`config.mk`:
```
export PLATFORM = sky130hd
export DESIGN_NAME = xor_key_base64_codec_core
export DESIGN_NICKNAME = d
export VERILOG_FILES = /design/src/rtl/xkb_pkg.sv /design/src/rtl/xkb_front.sv /design/src/rtl/xkb_queue.sv /design/src/rtl/xkb_back.sv /design/src/rtl/xor_key_base64_codec_core.sv
export SDC_FILE = /design/constraint.sdc
export NUM_CORES = 1
export LEC_CHECK = 0
export ABC_AREA = 0
export CAP_MARGIN = 20
export CORE_MARGIN = 1
export CORE_UTILIZATION = 50
export CTS_CLUSTER_DIAMETER = 30
export DETAILED_ROUTE_END_ITERATION = 7
export DONT_BUFFER_PORTS = 1
export SLEW_MARGIN = 0
export SYNTH_ARGS = -nofsm -noshare
export SYNTH_HDL_FRONTEND = slang
export SYNTH_HIERARCHICAL = 1
export SYNTH_SLANG_ARGS = --single-unit
```
`constraint.sdc`:
```
create_clock -name clk -period 12.73 [get_ports clk]
set_input_delay 3.819 -clock clk [delete_from_list [all_inputs] [get_ports clk]]
set_output_delay 3.819 -clock clk [all_outputs]
set_load 0.01 [all_outputs]
```
`src/rtl/xkb_pkg.sv`:
```
`timescale 1ns / 1ps
// Shared types and constants of the XOR-key base64 codec.
// Used by the front, queue, back and top-level modules; depends on nothing.
package xkb_pkg;

  localparam int KEY_BYTES   = 16;
  localparam int KEY_POS_W   = 4;
  localparam int QUEUE_DEPTH = 4;
  localparam int QPTR_W      = $clog2(QUEUE_DEPTH);

  localparam logic [1:0] CFG_MODE     = 2'd0;
  localparam logic [1:0] CFG_KEY_LEN  = 2'd1;
  localparam logic [1:0] CFG_KEY_LOW  = 2'd2;
  localparam logic [1:0] CFG_KEY_HIGH = 2'd3;

  localparam logic [1:0] ERR_NONE  = 2'd0;
  localparam logic [1:0] ERR_COUNT = 2'd1;
  localparam logic [1:0] ERR_PADS  = 2'd2;

  // Up to four results caused by one input item.
  typedef struct packed {
    logic [3:0][7:0] data;
    logic [2:0]      n;
    logic            status;
    logic [1:0]      err;
    logic            last;
  } job_t;

  typedef struct packed {
    logic full;
    logic empty;
  } q_stat_t;

endpackage

```
`src/rtl/xkb_front.sv`:
```
`timescale 1ns / 1ps
// Front end: configuration registers, input acceptance, key XOR and base64 grouping.
// Produces at most one job per accepted item into the queue; depends on xkb_pkg.
module xkb_front (
  input  logic             clk,
  input  logic             rst_n,
  input  logic             cfg_write_en,
  input  logic [1:0]       cfg_index,
  input  logic [63:0]      cfg_data,
  input  logic             in_valid,
  output logic             in_stall,
  input  logic [7:0]       in_byte,
  input  logic             in_msg_end,
  input  xkb_pkg::q_stat_t q_stat,
  output logic             push,
  output xkb_pkg::job_t    job
);

  typedef struct packed {
    logic       ok;
    logic       pad;
    logic [5:0] val;
  } sym_t;

  localparam logic [4:0] KEY_LEN_MAX = 5'(xkb_pkg::KEY_BYTES);

  logic                         mode_r, mode_nxt;
  logic [4:0]                   key_len_r, key_len_nxt;
  logic [63:0]                  key_low_r, key_low_nxt;
  logic [63:0]                  key_high_r, key_high_nxt;
  logic [xkb_pkg::KEY_POS_W-1:0] key_pos_r, key_pos_nxt;
  logic [7:0]                   store_r [3];
  logic [7:0]                   store_nxt [3];
  logic [1:0]                   fill_r, fill_nxt;
  logic [1:0]                   sym_cnt_r, sym_cnt_nxt;
  logic                         seen_r, seen_nxt;
  logic [1:0]                   pad_cnt_r, pad_cnt_nxt;
  logic                         stopped_r, stopped_nxt;
  logic                         pad_err_r, pad_err_nxt;

  logic                         accept;
  logic [4:0]                   len;
  logic [xkb_pkg::KEY_POS_W-1:0] p0, p1, p2, p3;
  logic [7:0]                   key_bytes [xkb_pkg::KEY_BYTES];
  sym_t                         sym;
  logic [1:0]                   f;
  logic [7:0]                   x, s0, s1, s2;
  logic [7:0]                   db0, db1, db2;
  logic [1:0]                   pc;
  logic [1:0]                   keep;
  logic [1:0]                   cnt_new;
  logic                         err_pads;

  function automatic logic [7:0] b64_char(input logic [5:0] v);
    logic [7:0] w;
    w = {2'b00, v};
    if (v < 6'd26)      b64_char = w + 8'd65;
    else if (v < 6'd52) b64_char = w + 8'd71;
    else if (v < 6'd62) b64_char = w - 8'd4;
    else if (v == 6'd62) b64_char = 8'h2B;
    else                b64_char = 8'h2F;
  endfunction

  function automatic sym_t classify(input logic [7:0] c);
    sym_t s;
    s = '0;
    if (c >= 8'h41 && c <= 8'h5A) begin
      s.ok = 1'b1; s.val = 6'(c - 8'h41);
    end else if (c >= 8'h61 && c <= 8'h7A) begin
      s.ok = 1'b1; s.val = 6'(c - 8'd71);
    end else if (c >= 8'h30 && c <= 8'h39) begin
      s.ok = 1'b1; s.val = 6'(c + 8'd4);
    end else if (c == 8'h2B) begin
      s.ok = 1'b1; s.val = 6'd62;
    end else if (c == 8'h2F) begin
      s.ok = 1'b1; s.val = 6'd63;
    end else if (c == 8'h3D) begin
      s.ok = 1'b1; s.pad = 1'b1;
    end
    return s;
  endfunction

  function automatic logic [xkb_pkg::KEY_POS_W-1:0] next_pos(
    input logic [xkb_pkg::KEY_POS_W-1:0] p, input logic [4:0] l);
    if ({1'b0, p} + 5'd1 >= l) next_pos = '0;
    else                       next_pos = p + 1'b1;
  endfunction

  always_comb begin
    for (int i = 0; i < 8; i++) begin
      key_bytes[i]     = key_low_r[i*8 +: 8];
      key_bytes[i + 8] = key_high_r[i*8 +: 8];
    end
  end

  assign in_stall = q_stat.full;
  assign accept   = in_valid && !q_stat.full;

  assign len = (key_len_r == 5'd0) ? 5'd1 : (key_len_r > KEY_LEN_MAX) ? KEY_LEN_MAX : key_len_r;
  assign p0  = ({1'b0, key_pos_r} >= len) ? '0 : key_pos_r;
  assign p1  = next_pos(p0, len);
  assign p2  = next_pos(p1, len);
  assign p3  = next_pos(p2, len);
  assign sym = classify(in_byte);

  // Encode operands: the fresh byte lands in the group slot given by the fill level.
  assign f  = (fill_r == 2'd3) ? 2'd0 : fill_r;
  assign x  = in_byte ^ key_bytes[p0];
  assign s0 = (f == 2'd0) ? x : store_r[0];
  assign s1 = (f == 2'd1) ? x : (f == 2'd2) ? store_r[1] : 8'h00;
  assign s2 = (f == 2'd2) ? x : 8'h00;

  // Decode operands: the fourth symbol completes the group.
  assign db0 = {store_r[0][5:0], store_r[1][5:4]};
  assign db1 = {store_r[1][3:0], store_r[2][5:2]};
  assign db2 = {store_r[2][1:0], sym.val};
  assign pc  = (sym.pad && pad_cnt_r != 2'd3) ? pad_cnt_r + 2'd1 : pad_cnt_r;
  assign keep = 2'd3 - pc;

  always_comb begin
    mode_nxt     = mode_r;
    key_len_nxt  = key_len_r;
    key_low_nxt  = key_low_r;
    key_high_nxt = key_high_r;
    key_pos_nxt  = key_pos_r;
    store_nxt    = store_r;
    fill_nxt     = fill_r;
    sym_cnt_nxt  = sym_cnt_r;
    seen_nxt     = seen_r;
    pad_cnt_nxt  = pad_cnt_r;
    stopped_nxt  = stopped_r;
    pad_err_nxt  = pad_err_r;
    cnt_new      = sym_cnt_r;
    err_pads     = pad_err_r;
    job          = '0;
    push         = 1'b0;

    if (accept) begin
      if (!mode_r) begin
        key_pos_nxt  = p1;
        store_nxt[f] = x;
        fill_nxt     = f + 2'd1;
        if (f == 2'd2 || in_msg_end) begin
          job.data[0] = b64_char(s0[7:2]);
          job.data[1] = b64_char({s0[1:0], s1[7:4]});
          job.data[2] = (f != 2'd0) ? b64_char({s1[3:0], s2[7:6]}) : 8'h3D;
          job.data[3] = (f == 2'd2) ? b64_char(s2[5:0]) : 8'h3D;
          job.n       = 3'd4;
          job.last    = in_msg_end;
          fill_nxt    = 2'd0;
          push        = 1'b1;
        end
      end else begin
        if (sym.ok) begin
          seen_nxt    = 1'b1;
          cnt_new     = sym_cnt_r + 2'd1;
          sym_cnt_nxt = cnt_new;
          if (!stopped_r) begin
            pad_cnt_nxt = pc;
            if (fill_r != 2'd3) begin
              store_nxt[fill_r] = {2'b00, sym.val};
              fill_nxt          = fill_r + 2'd1;
            end else begin
              job.data[0] = db0 ^ key_bytes[p0];
              job.data[1] = db1 ^ key_bytes[p1];
              job.data[2] = db2 ^ key_bytes[p2];
              job.n       = {1'b0, keep};
              case (keep)
                2'd1:    key_pos_nxt = p1;
                2'd2:    key_pos_nxt = p2;
                2'd3:    key_pos_nxt = p3;
                default: key_pos_nxt = key_pos_r;
              endcase
              if (pc == 2'd3) begin
                pad_err_nxt = 1'b1;
                err_pads    = 1'b1;
              end
              if (pc != 2'd0) stopped_nxt = 1'b1;
              fill_nxt    = 2'd0;
              pad_cnt_nxt = 2'd0;
            end
          end
        end
        if (in_msg_end) begin
          job.status = 1'b1;
          job.last   = 1'b1;
          job.n      = job.n + 3'd1;
          if (!(seen_r || sym.ok) || cnt_new != 2'd0) job.err = xkb_pkg::ERR_COUNT;
          else if (err_pads)                          job.err = xkb_pkg::ERR_PADS;
          else                                        job.err = xkb_pkg::ERR_NONE;
        end
        push = (job.n != 3'd0);
      end
      if (in_msg_end) begin
        key_pos_nxt = '0;
        fill_nxt    = 2'd0;
        sym_cnt_nxt = 2'd0;
        seen_nxt    = 1'b0;
        pad_cnt_nxt = 2'd0;
        stopped_nxt = 1'b0;
        pad_err_nxt = 1'b0;
      end
    end

    if (cfg_write_en) begin
      case (cfg_index)
        xkb_pkg::CFG_MODE: begin
          // A mode change abandons any message in progress.
          mode_nxt    = cfg_data[0];
          key_pos_nxt = '0;
          fill_nxt    = 2'd0;
          sym_cnt_nxt = 2'd0;
          seen_nxt    = 1'b0;
          pad_cnt_nxt = 2'd0;
          stopped_nxt = 1'b0;
          pad_err_nxt = 1'b0;
        end
        xkb_pkg::CFG_KEY_LEN:  key_len_nxt  = cfg_data[4:0];
        xkb_pkg::CFG_KEY_LOW:  key_low_nxt  = cfg_data;
        xkb_pkg::CFG_KEY_HIGH: key_high_nxt = cfg_data;
        default: ;
      endcase
    end
  end

  always_ff @(posedge clk) begin
    if (!rst_n) begin
      mode_r     <= 1'b0;
      key_len_r  <= 5'd1;
      key_low_r  <= '0;
      key_high_r <= '0;
      key_pos_r  <= '0;
      fill_r     <= 2'd0;
      sym_cnt_r  <= 2'd0;
      seen_r     <= 1'b0;
      pad_cnt_r  <= 2'd0;
      stopped_r  <= 1'b0;
      pad_err_r  <= 1'b0;
    end else begin
      mode_r     <= mode_nxt;
      key_len_r  <= key_len_nxt;
      key_low_r  <= key_low_nxt;
      key_high_r <= key_high_nxt;
      key_pos_r  <= key_pos_nxt;
      fill_r     <= fill_nxt;
      sym_cnt_r  <= sym_cnt_nxt;
      seen_r     <= seen_nxt;
      pad_cnt_r  <= pad_cnt_nxt;
      stopped_r  <= stopped_nxt;
      pad_err_r  <= pad_err_nxt;
    end
  end

  always_ff @(posedge clk) begin
    store_r <= store_nxt;
  end

endmodule

```
`src/rtl/xkb_queue.sv`:
```
`timescale 1ns / 1ps
// Small job queue between the front and back ends of the codec.
// Holds QUEUE_DEPTH jobs in registers; depends on xkb_pkg.
module xkb_queue (
  input  logic             clk,
  input  logic             rst_n,
  input  logic             push,
  input  xkb_pkg::job_t    push_job,
  input  logic             pop,
  output xkb_pkg::job_t    head,
  output xkb_pkg::q_stat_t stat
);

  xkb_pkg::job_t                 slots_r [xkb_pkg::QUEUE_DEPTH];
  logic [xkb_pkg::QPTR_W-1:0]    wr_ptr_r, wr_ptr_nxt;
  logic [xkb_pkg::QPTR_W-1:0]    rd_ptr_r, rd_ptr_nxt;
  logic [xkb_pkg::QPTR_W:0]      count_r, count_nxt;

  assign stat.full  = (count_r == (xkb_pkg::QPTR_W + 1)'(xkb_pkg::QUEUE_DEPTH));
  assign stat.empty = (count_r == '0);
  assign head       = slots_r[rd_ptr_r];

  always_comb begin
    wr_ptr_nxt = push ? wr_ptr_r + 1'b1 : wr_ptr_r;
    rd_ptr_nxt = pop ? rd_ptr_r + 1'b1 : rd_ptr_r;
    count_nxt  = count_r;
    if (push && !pop)      count_nxt = count_r + 1'b1;
    else if (pop && !push) count_nxt = count_r - 1'b1;
  end

  always_ff @(posedge clk) begin
    if (!rst_n) begin
      wr_ptr_r <= '0;
      rd_ptr_r <= '0;
      count_r  <= '0;
    end else begin
      wr_ptr_r <= wr_ptr_nxt;
      rd_ptr_r <= rd_ptr_nxt;
      count_r  <= count_nxt;
    end
  end

  always_ff @(posedge clk) begin
    if (push) begin
      slots_r[wr_ptr_r] <= push_job;
    end
  end

endmodule

```
`src/rtl/xkb_back.sv`:
```
`timescale 1ns / 1ps
// Back end: walks the results of the head job, one per cycle while out_stall is low,
// into the output register. Depends on xkb_pkg for the job and queue status types.
module xkb_back (
  input  logic             clk,
  input  logic             rst_n,
  input  xkb_pkg::job_t    head,
  input  xkb_pkg::q_stat_t q_stat,
  output logic             pop,
  output logic             out_valid,
  input  logic             out_stall,
  output logic [7:0]       out_byte,
  output logic             out_has_byte,
  output logic [1:0]       out_error_code,
  output logic             out_run_last
);

  logic [1:0] idx_r, idx_nxt;
  logic       valid_r, valid_nxt;
  logic [7:0] byte_r;
  logic       has_r;
  logic [1:0] err_r;
  logic       last_r;
  logic       load;
  logic       final_one;

  // The output register may be refilled when empty or when its result transfers.
  assign load      = !q_stat.empty && (!valid_r || !out_stall);
  assign final_one = ({1'b0, idx_r} + 3'd1 == head.n);
  assign pop       = load && final_one;

  always_comb begin
    idx_nxt   = idx_r;
    valid_nxt = valid_r && out_stall;
    if (load) begin
      valid_nxt = 1'b1;
      idx_nxt   = final_one ? 2'd0 : idx_r + 2'd1;
    end
  end

  always_ff @(posedge clk) begin
    if (!rst_n) begin
      idx_r   <= 2'd0;
      valid_r <= 1'b0;
    end else begin
      idx_r   <= idx_nxt;
      valid_r <= valid_nxt;
    end
  end

  always_ff @(posedge clk) begin
    if (load) begin
      if (head.status && final_one) begin
        byte_r <= 8'h00;
        has_r  <= 1'b0;
        err_r  <= head.err;
      end else begin
        byte_r <= head.data[idx_r];
        has_r  <= 1'b1;
        err_r  <= xkb_pkg::ERR_NONE;
      end
      last_r <= head.last && final_one;
    end
  end

  assign out_valid      = valid_r;
  assign out_byte       = byte_r;
  assign out_has_byte   = has_r;
  assign out_error_code = err_r;
  assign out_run_last   = last_r;

endmodule

```
`src/rtl/xor_key_base64_codec_core.sv`:
```
`timescale 1ns / 1ps
// Byte-stream codec: repeating-key XOR combined with base64 encode or decode.
// Top level; instantiates xkb_front, xkb_queue and xkb_back, uses xkb_pkg.
//
// One input byte can be taken in every clock while the four-entry job queue has
// room; each byte yields zero to four results, and the back end sends one result
// per clock through its output register while out_stall is low. Sustained
// throughput is therefore set by the result channel: four characters for every
// three bytes when encoding, at most one result per byte when decoding, plus the
// status result at each message end when decoding. A result is registered in the
// job queue and then in the output register before it is offered. Configuration
// is written through cfg_write_en, cfg_index (0 mode, 1 key length, 2 key bytes
// 0..7, 3 key bytes 8..15) and cfg_data; the user must write it only while the
// block is idle, which the block itself does not enforce; a mode write also
// abandons any message in progress. There is no clearing pass after reset.
module xor_key_base64_codec_core (
  input  logic        clk,
  input  logic        rst_n,
  input  logic        cfg_write_en,
  input  logic [1:0]  cfg_index,
  input  logic [63:0] cfg_data,
  input  logic        in_valid,
  output logic        in_stall,
  input  logic [7:0]  in_byte,
  input  logic        in_msg_end,
  output logic        out_valid,
  input  logic        out_stall,
  output logic [7:0]  out_byte,
  output logic        out_has_byte,
  output logic [1:0]  out_error_code,
  output logic        out_run_last
);

  xkb_pkg::job_t    push_job;
  xkb_pkg::job_t    head_job;
  xkb_pkg::q_stat_t q_stat;
  logic             push;
  logic             pop;

  xkb_front u_front (
    .clk          (clk),
    .rst_n        (rst_n),
    .cfg_write_en (cfg_write_en),
    .cfg_index    (cfg_index),
    .cfg_data     (cfg_data),
    .in_valid     (in_valid),
    .in_stall     (in_stall),
    .in_byte      (in_byte),
    .in_msg_end   (in_msg_end),
    .q_stat       (q_stat),
    .push         (push),
    .job          (push_job)
  );

  xkb_queue u_queue (
    .clk      (clk),
    .rst_n    (rst_n),
    .push     (push),
    .push_job (push_job),
    .pop      (pop),
    .head     (head_job),
    .stat     (q_stat)
  );

  xkb_back u_back (
    .clk            (clk),
    .rst_n          (rst_n),
    .head           (head_job),
    .q_stat         (q_stat),
    .pop            (pop),
    .out_valid      (out_valid),
    .out_stall      (out_stall),
    .out_byte       (out_byte),
    .out_has_byte   (out_has_byte),
    .out_error_code (out_error_code),
    .out_run_last   (out_run_last)
  );

endmodule

```
## After elaboration in Yosys (flattened, before gate mapping)

Memory sizes are Yosys's and may differ from the RTL's. A register that Yosys moved wholly into a read port is not among the register bits.
Index checks and enable logic that the tools add are counted.

| storage, ports and cells | value |
|---|---|
| bits of input ports | 80 |
| output and inout port bits | 14 |
| memories kept | 1 |
| word-level logic and storage cells | 316 |
| memory bits (writable) | 156 |
| bits in registers | 193 |

| operators by class | value |
|---|---|
| order comparisons | 31 |
| mux-type cells | 156 |
| reductions and logical operators | 39 |
| add/sub/neg operators | 33 |
| bitwise operators | 9 |
| equal/unequal tests | 24 |

Memory list:

| name | words | width | rd ports | clocked after memory_dff | write ports | line | RTL |
|---|---|---|---|---|---|---|---|
| u_queue.slots_r | 4 | 39 | 1 | 1 | 1 | xkb_queue.sv:14 | `xkb_pkg::job_t slots_r [xkb_pkg::QUEUE_DEPTH];` |

Operator list:

| cell | count |
|---|---|
| 8-bit 2-to-1 mux | 28 |
| 27-bit 2-to-1 mux | 6 |
| 8-bit binary-select mux with 4-bit select | 3 |
| 24-bit 2-to-1 mux | 4 |
| 2-bit 2-to-1 mux | 33 |
| 6-bit by 7-bit adder with 8-bit output (second input constant) | 8 |
| 24-bit bitwise mux | 2 |
| 6-bit less-than comparator (second input constant) | 8 |
| 4-bit 2-to-1 mux | 12 |
| 1-bit 2-to-1 mux | 45 |
| 39-bit 2-to-1 mux | 1 |
| 35-bit 2-to-1 mux | 1 |
| 8-bit demux with 2-bit select | 2 |
| 8-bit XOR | 4 |
| 6-bit 2-to-1 mux | 5 |
| 6-bit by 3-bit subtractor with 7-bit output (second input constant) | 4 |
| 6-bit equality test (second input constant) | 4 |
| 8-bit by 6-bit equality test with 1-bit output (second input constant) | 3 |
| 6-bit by 5-bit less-than comparator with 1-bit output (second input constant) | 4 |
| 3-bit 2-to-1 mux | 7 |
| 7-bit 2-to-1 mux | 3 |
| 8-bit binary-select mux with 2-bit select | 1 |
| 8-bit by 7-bit >= comparator with 1-bit output (second input constant) | 2 |
| 8-bit by 7-bit <= comparator with 1-bit output (second input constant) | 2 |
| 38 further kinds | 100 |

## Longest topological paths before layout

| depth | value |
|---|---|
| depth after elaboration | 32 |
| gate-level depth with buffers | 43 |
| depth with buffers taken out | 36 |

## Modules after synthesis

The synthesis kept the hierarchy.

Modules (own cells, without submodules):

| module | times used | area an instance (um2) | sequential area each (um2) | cells an instance |
|---|---|---|---|---|
| xkb_front | 1 | 14,252.4 | 3,603.5 | 1,905 |
| xkb_queue | 1 | 6,063.3 | 4,864.7 | 246 |
| xkb_back | 1 | 822.0 | 420.4 | 54 |

## Worst setup path before layout

No wires, ideal clock.

| path | value |
|---|---|
| path type | reg-to-reg |
| from | register u_front.key_len_r[4] |
| to | register u_front/key_pos_r[2] (netlist name) |
| data required time | 12.638 ns |
| arrival time | 8.387 ns |
| slack | 4.251 ns |
| cell stages (with the launch flop) | 43 |
| path through | dfxtp_1 -> inv_1 -> nand2_1 -> ha_1 -> nor3_1 -> or3_1 -> buf_2 -> buf_6 -> o21ai_4 -> clkinv_1 -> clkbuf_1 -> ha_1 -> xor2_1 -> inv_2 -> ha_1 -> a21oi_1 -> o211ai_1 -> clkbuf_1 -> (+7 left out) -> ha_1 -> a21o_1 -> a31oi_1 -> nand2_1 -> inv_2 -> buf_1 -> buf_1 -> ha_1 -> ha_1 -> a21o_1 -> a21o_1 -> a21o_1 -> a21o_1 -> nor2_1 -> nand3_1 -> a21oi_1 -> a311oi_1 -> o32ai_1 |

| on the way | value |
|---|---|
| cells in the longest elaborated chain, start to end | 23 |
| elaborated cells on any way between the ends | 27 |
| those cells by class | 6 x add/sub; 5 x order compare; 15 x mux; 1 x reduce/logical |

Ends and longest elaborated chain:

| item | line | RTL |
|---|---|---|
| start, declared | xkb_front.sv:28 | `logic [4:0] key_len_r, key_len_nxt;` |
| start signal, assigned | xkb_front.sv:241 | `key_len_r <= key_len_nxt;` |
| 5-bit > comparator | xkb_front.sv:99 | `assign len = (key_len_r == 5'd0) ? 5'd1 : (key_len_r > KEY_LEN_MAX) ? KEY_LEN_MAX : key_len_r;` |
| 5-bit 2-to-1 mux | xkb_front.sv:99 |  |
| 5-bit 2-to-1 mux * | xkb_front.sv:99 |  |
| 4-bit by 5-bit >= comparator with 1-bit output | xkb_front.sv:100 | `assign p0 = ({1'b0, key_pos_r} >= len) ? '0 : key_pos_r;` |
| 4-bit 2-to-1 mux | xkb_front.sv:100 |  |
| 4-bit by 1-bit adder with 5-bit output | xkb_front.sv:85 | `if ({1'b0, p} + 5'd1 >= l) next_pos = '0;` |
| 5-bit >= comparator | xkb_front.sv:85 |  |
| 4-bit 2-to-1 mux | xkb_front.sv:85 |  |
| (+7 left out) | - |  |
| 4-bit 2-to-1 mux | xkb_front.sv:160 | `if (fill_r != 2'd3) begin` |
| 4-bit 2-to-1 mux | xkb_front.sv:158 | `if (!stopped_r) begin` |
| 4-bit 2-to-1 mux | xkb_front.sv:154 | `if (sym.ok) begin` |
| 4-bit 2-to-1 mux * | xkb_front.sv:139 | `if (!mode_r) begin` |
| 4-bit 2-to-1 mux * | xkb_front.sv:194 | `if (in_msg_end) begin` |
| 4-bit 2-to-1 mux * | xkb_front.sv:138 | `if (accept) begin` |
| 4-bit 2-to-1 mux | xkb_front.sv:206 | `case (cfg_index)` |
| 4-bit 2-to-1 mux * | xkb_front.sv:205 | `if (cfg_write_en) begin` |
| end signal, assigned | xkb_front.sv:244 | `key_pos_r <= key_pos_nxt;` |
| end, declared | xkb_front.sv:31 | `logic [xkb_pkg::KEY_POS_W-1:0] key_pos_r, key_pos_nxt;` |

Mark *: on every way between the ends. The rest lies on a longest branch, timed or not.
A chain may end at the register's enable or synchronous reset.

## Worst setup path after layout

| path | value |
|---|---|
| from | register u_front/key_pos_r[0] (netlist name) |
| to | register u_front/key_pos_r[2] (netlist name) |

| on the way | value |
|---|---|
| cells in the longest elaborated chain, start to end | 20 |
| elaborated cells on any way between the ends | 23 |
| those cells by class | 6 x add/sub; 4 x order compare; 13 x mux |

Ends and longest elaborated chain:

| item | line |
|---|---|
| 4-bit by 5-bit >= comparator with 1-bit output | xkb_front.sv:100 |
| 4-bit 2-to-1 mux * | xkb_front.sv:100 |
| 4-bit by 1-bit adder with 5-bit output | xkb_front.sv:85 |
| 5-bit >= comparator | xkb_front.sv:85 |
| 4-bit 2-to-1 mux * | xkb_front.sv:85 |
| 4-bit by 1-bit adder with 5-bit output | xkb_front.sv:85 |
| 5-bit >= comparator | xkb_front.sv:85 |
| 4-bit 2-to-1 mux | xkb_front.sv:85 |
| (+4 left out) | - |
| 4-bit 2-to-1 mux | xkb_front.sv:160 |
| 4-bit 2-to-1 mux | xkb_front.sv:158 |
| 4-bit 2-to-1 mux | xkb_front.sv:154 |
| 4-bit 2-to-1 mux * | xkb_front.sv:139 |
| 4-bit 2-to-1 mux * | xkb_front.sv:194 |
| 4-bit 2-to-1 mux * | xkb_front.sv:138 |
| 4-bit 2-to-1 mux | xkb_front.sv:206 |
| 4-bit 2-to-1 mux * | xkb_front.sv:205 |

Marked as above.

==> impl_metrics.csv <==
group,metric,value,unit
global_routing,grt_pass1_vias,17334,
sta,final_max_slew_viol_count,0,
synth,synth-seq-cells,349,
worst_setup_path,critPathCaptureType,"register",
sta,finalCritPeriodShare,85.84,%
detailed_routing,drt-initial-drc-count,1350,
global_routing,gr-usage-met3,6.172,%
cts,clock_latency,0.60,ns
detailed_routing,ant_nets,0,
cts,clockRootBuffer,"clkbuf_16",
placement,dp_cells,2631,
global_routing,grt_pass1_wl,107800,microns
synth,synth-seq-area-share,42.05,%
worst_setup_path,r2r-end,"u_front/key_pos_r[2]",
cts,htreeDepth,3,
global_routing,grt_antenna_before_repair,1,
worst_hold_path,hold_class,"reg2reg",
layout,layout.cells.most_common,"nand2_1",
sta,hold_violations,0,
detailed_routing,routedWlPerCell,25.75,microns
synth,ys_top_cells_by_area,"edfxtp_1 (27%), dfxtp_1 (15%), nand2_1 (8.6%)",
worst_setup_path,critPathMaxStageDelay,0.81,ns
cts,post_cts_buffers,0,
sta,fin_setup_tns,0,ns
cts,ctsResizeCount,0,
worst_setup_path,cp_max_fo,53,
sta,finalSetupViolCount,0,
global_routing,overflow,0,
layout,multi_input_area,11380,sq um
detailed_routing,drc_errors,0,
flow_run,drv_cap,0,
worst_setup_path,timing.rr.start,"u_front/key_pos_r[0]",
worst_setup_path,critical_path_class,"reg2reg",
layout,drive_gt1_share,13.90,%
floorplan,die_h,207.6,microns
cts,clockBufferDepth,3,
layout,syn_to_final_growth,14.16,%
floorplan,pin_count,94,
detailed_routing,via_per_inst,6.397,
placement,place_hpwl,51100,microns
cts,clkTransAtPathRegs,0.04,ns
layout,diodes,0,
sta,worstMarginPinSlew,1.048,ns
global_routing,grtUsageMet2,55.11,%
power_and_ir_drop,power.density,167.0,nW/um^2
layout,seqCellArea,8892,sq um
sta,rsz0062_at_grt,"no",
floorplan,initial_core_util,51.19,%
synth,ys_async_sr_fraction,0,%
global_routing,grt_max_degree,149,
cts,cts.sinks,349,
detailed_routing,routed_wl,71490,microns
synth,syn_inst,2205,
cts,cts_buffers,78,
worst_setup_path,cp-startpoint,"u_front/key_pos_r[0]",
detailed_routing,via_count,17764,
floorplan,core_area,41290,sq um
power_and_ir_drop,p_leak,8.436,nW
synth,ys_types,102,
layout,fin_nets,2325,
detailed_routing,dr.pass1.iters,6,
worst_setup_path,crit_path_end,"u_front/key_pos_r[2]",
sta,max_freq,0.09151,GHz
synth,synth_edf_count,190,
cts,cts_tree,"built",
placement,numPortBuffers,0,
worst_setup_path,cp_common_cell,"ha_1",
worst_hold_path,min_from,"u_front/key_len_r[0]",
power_and_ir_drop,vdd_drop_max,0.1394,mV
sta,relSlewSlack,30.12,%
placement,postPlaceCellArea,21440,sq um
layout,final_cell_mix,"nand2_1 (486), edfxtp_1 (190), dfxtp_1 (156)",
floorplan,rows,74,
floorplan,die-area,43100,sq um
placement,routabilityCongestion,0.9964,
synth,synth_top_cell_by_area,"edfxtp_1",
synth,avgSynthCellArea,9.586,sq um
layout,fill_cells,3579,
synth,yosys_most_used_dff,"edfxtp_1",
global_routing,grtUsageTotal,33.00,%
layout,stdcell_count,2777,
global_routing,busiest_layer,"met2",
layout,final_util,58.44,%
synth,synthDominantCellAreaShare,26.99,%
outcome,outcome,"completed",
global_routing,grt_use_met1,39.90,%
synth,syn-cell-area,21140,sq um
floorplan,fp.dieW,207.6,microns
worst_setup_path,start_kind,"register",
worst_setup_path,arrival,11.43,ns
worst_setup_path,r2r_cells,34,
sta,fin_crit,10.93,ns
layout,design_area,24130,sq um
cts,hold_buffers,0,
synth,synth_fp_nets,2350,
synth,yosys_warnings,6,
worst_setup_path,required,13.23,ns
sta,skew,0.01734,ns
worst_setup_path,cpMaxStageDelayCell,"clkinv_1",
worst_setup_path,r2r_slack,1.80,ns
cells by family after synthesis:
group | synth area share [%]
fa+ha+maj | 3.883
compound gates | 20.50
mux | 9.885
simple gates | 16.82
buf+inv | 4.238
xor+xnor | 2.622
flops | 42.05
how the worst min path moves through the flow:
stage,to,slack (ns),cells after the start
2_1_floorplan,u_front/pad_err_r,0.44,2
3_3_place_gp,u_front/pad_err_r,0.46,2
3_5_place_dp,u_front/pad_err_r,0.47,2
4_1_cts,u_front/key_len_r[0],0.48,2
5_1_grt,u_front/seen_r,0.51,2
6_report,u_front/key_len_r[0],0.48,2
synth_stat cells, drive strengths merged (11+ instances only):
cell	count
and3	14
o211ai	11
a21o	17
a21boi	137
nand3	55
a31o	14
o21ai	58
mux4	62
nor2	99
a311oi	12
and2	31
nand2	487
nor3	35
nand2b	12
a22oi	14
xor2	21
o22ai	35
a211oi	26
a221oi	47
dfxtp	159
mux2	15
or3	13
clkbuf	103
nor2b	24
a31oi	54
inv	64
edfxtp	190
xnor2	38
a21oi	88
ha	64
mux2i	52
buf	37
sequential cells by signal, indices dropped and copies added, names as in the netlist, 3 cells and up, named ones only:
register / cells
u_queue/count_r: 3
u_back/out_byte: 8
u_front/key_pos_r: 4
u_front/store_r: 4
u_front/db1: 8
u_queue/slots_r: 156
u_front/key_low_r: 64
u_front/key_len_r: 5
u_front/db0: 8
u_front/key_high_r: 64
routing by layer:
metal  routed length, microns  up-vias
met1                    28060     8572
li1                         -     8144
met5                       13        -
met3                     4590      227
met4                     4374        2
met2                    34450      819
through the flow:
step	setup slack [ns]	total power (W)	hold slack (ns)
2_1_floorplan	4.251	0.001858	0.4375
3_3_place_gp	2.273	0.002025	0.4552
3_5_place_dp	1.930	0.002034	0.4672
4_1_cts	1.909	0.004052	0.4823
5_1_grt	1.099	0.004174	0.5149
6_report	1.802	0.004030	0.4772
worst max-delay path, delay by kind of cell (launching register included):
kind / cells / cell delay (ns)
buffers and inverters: 7 / 3.49
AND/OR/NAND/NOR: 6 / 0.84
AO/OA/AOI/OAI: 13 / 3.25
adder cells (fa/ha/maj): 7 / 2.51
XOR/XNOR: 1 / 0.38
flip-flops: 1 / 0.30
power by group:
group,internal (W),switching [W]
Combinational,0.000245,0.000407
Clock,0.00137,0.000635
Sequential,0.00130,0.0000739
area by class of cell:
cell class,instances,share of cell area [%]
repair buffers,35,1.078
flip-flops and latches,349,36.85
well taps,532,2.758
clock buffers,101,9.037
clock inverters,44,2.115
multi-input cells,1651,47.15
inverters,65,1.011
No activity file was read; power rests on OpenSTA's default activity.
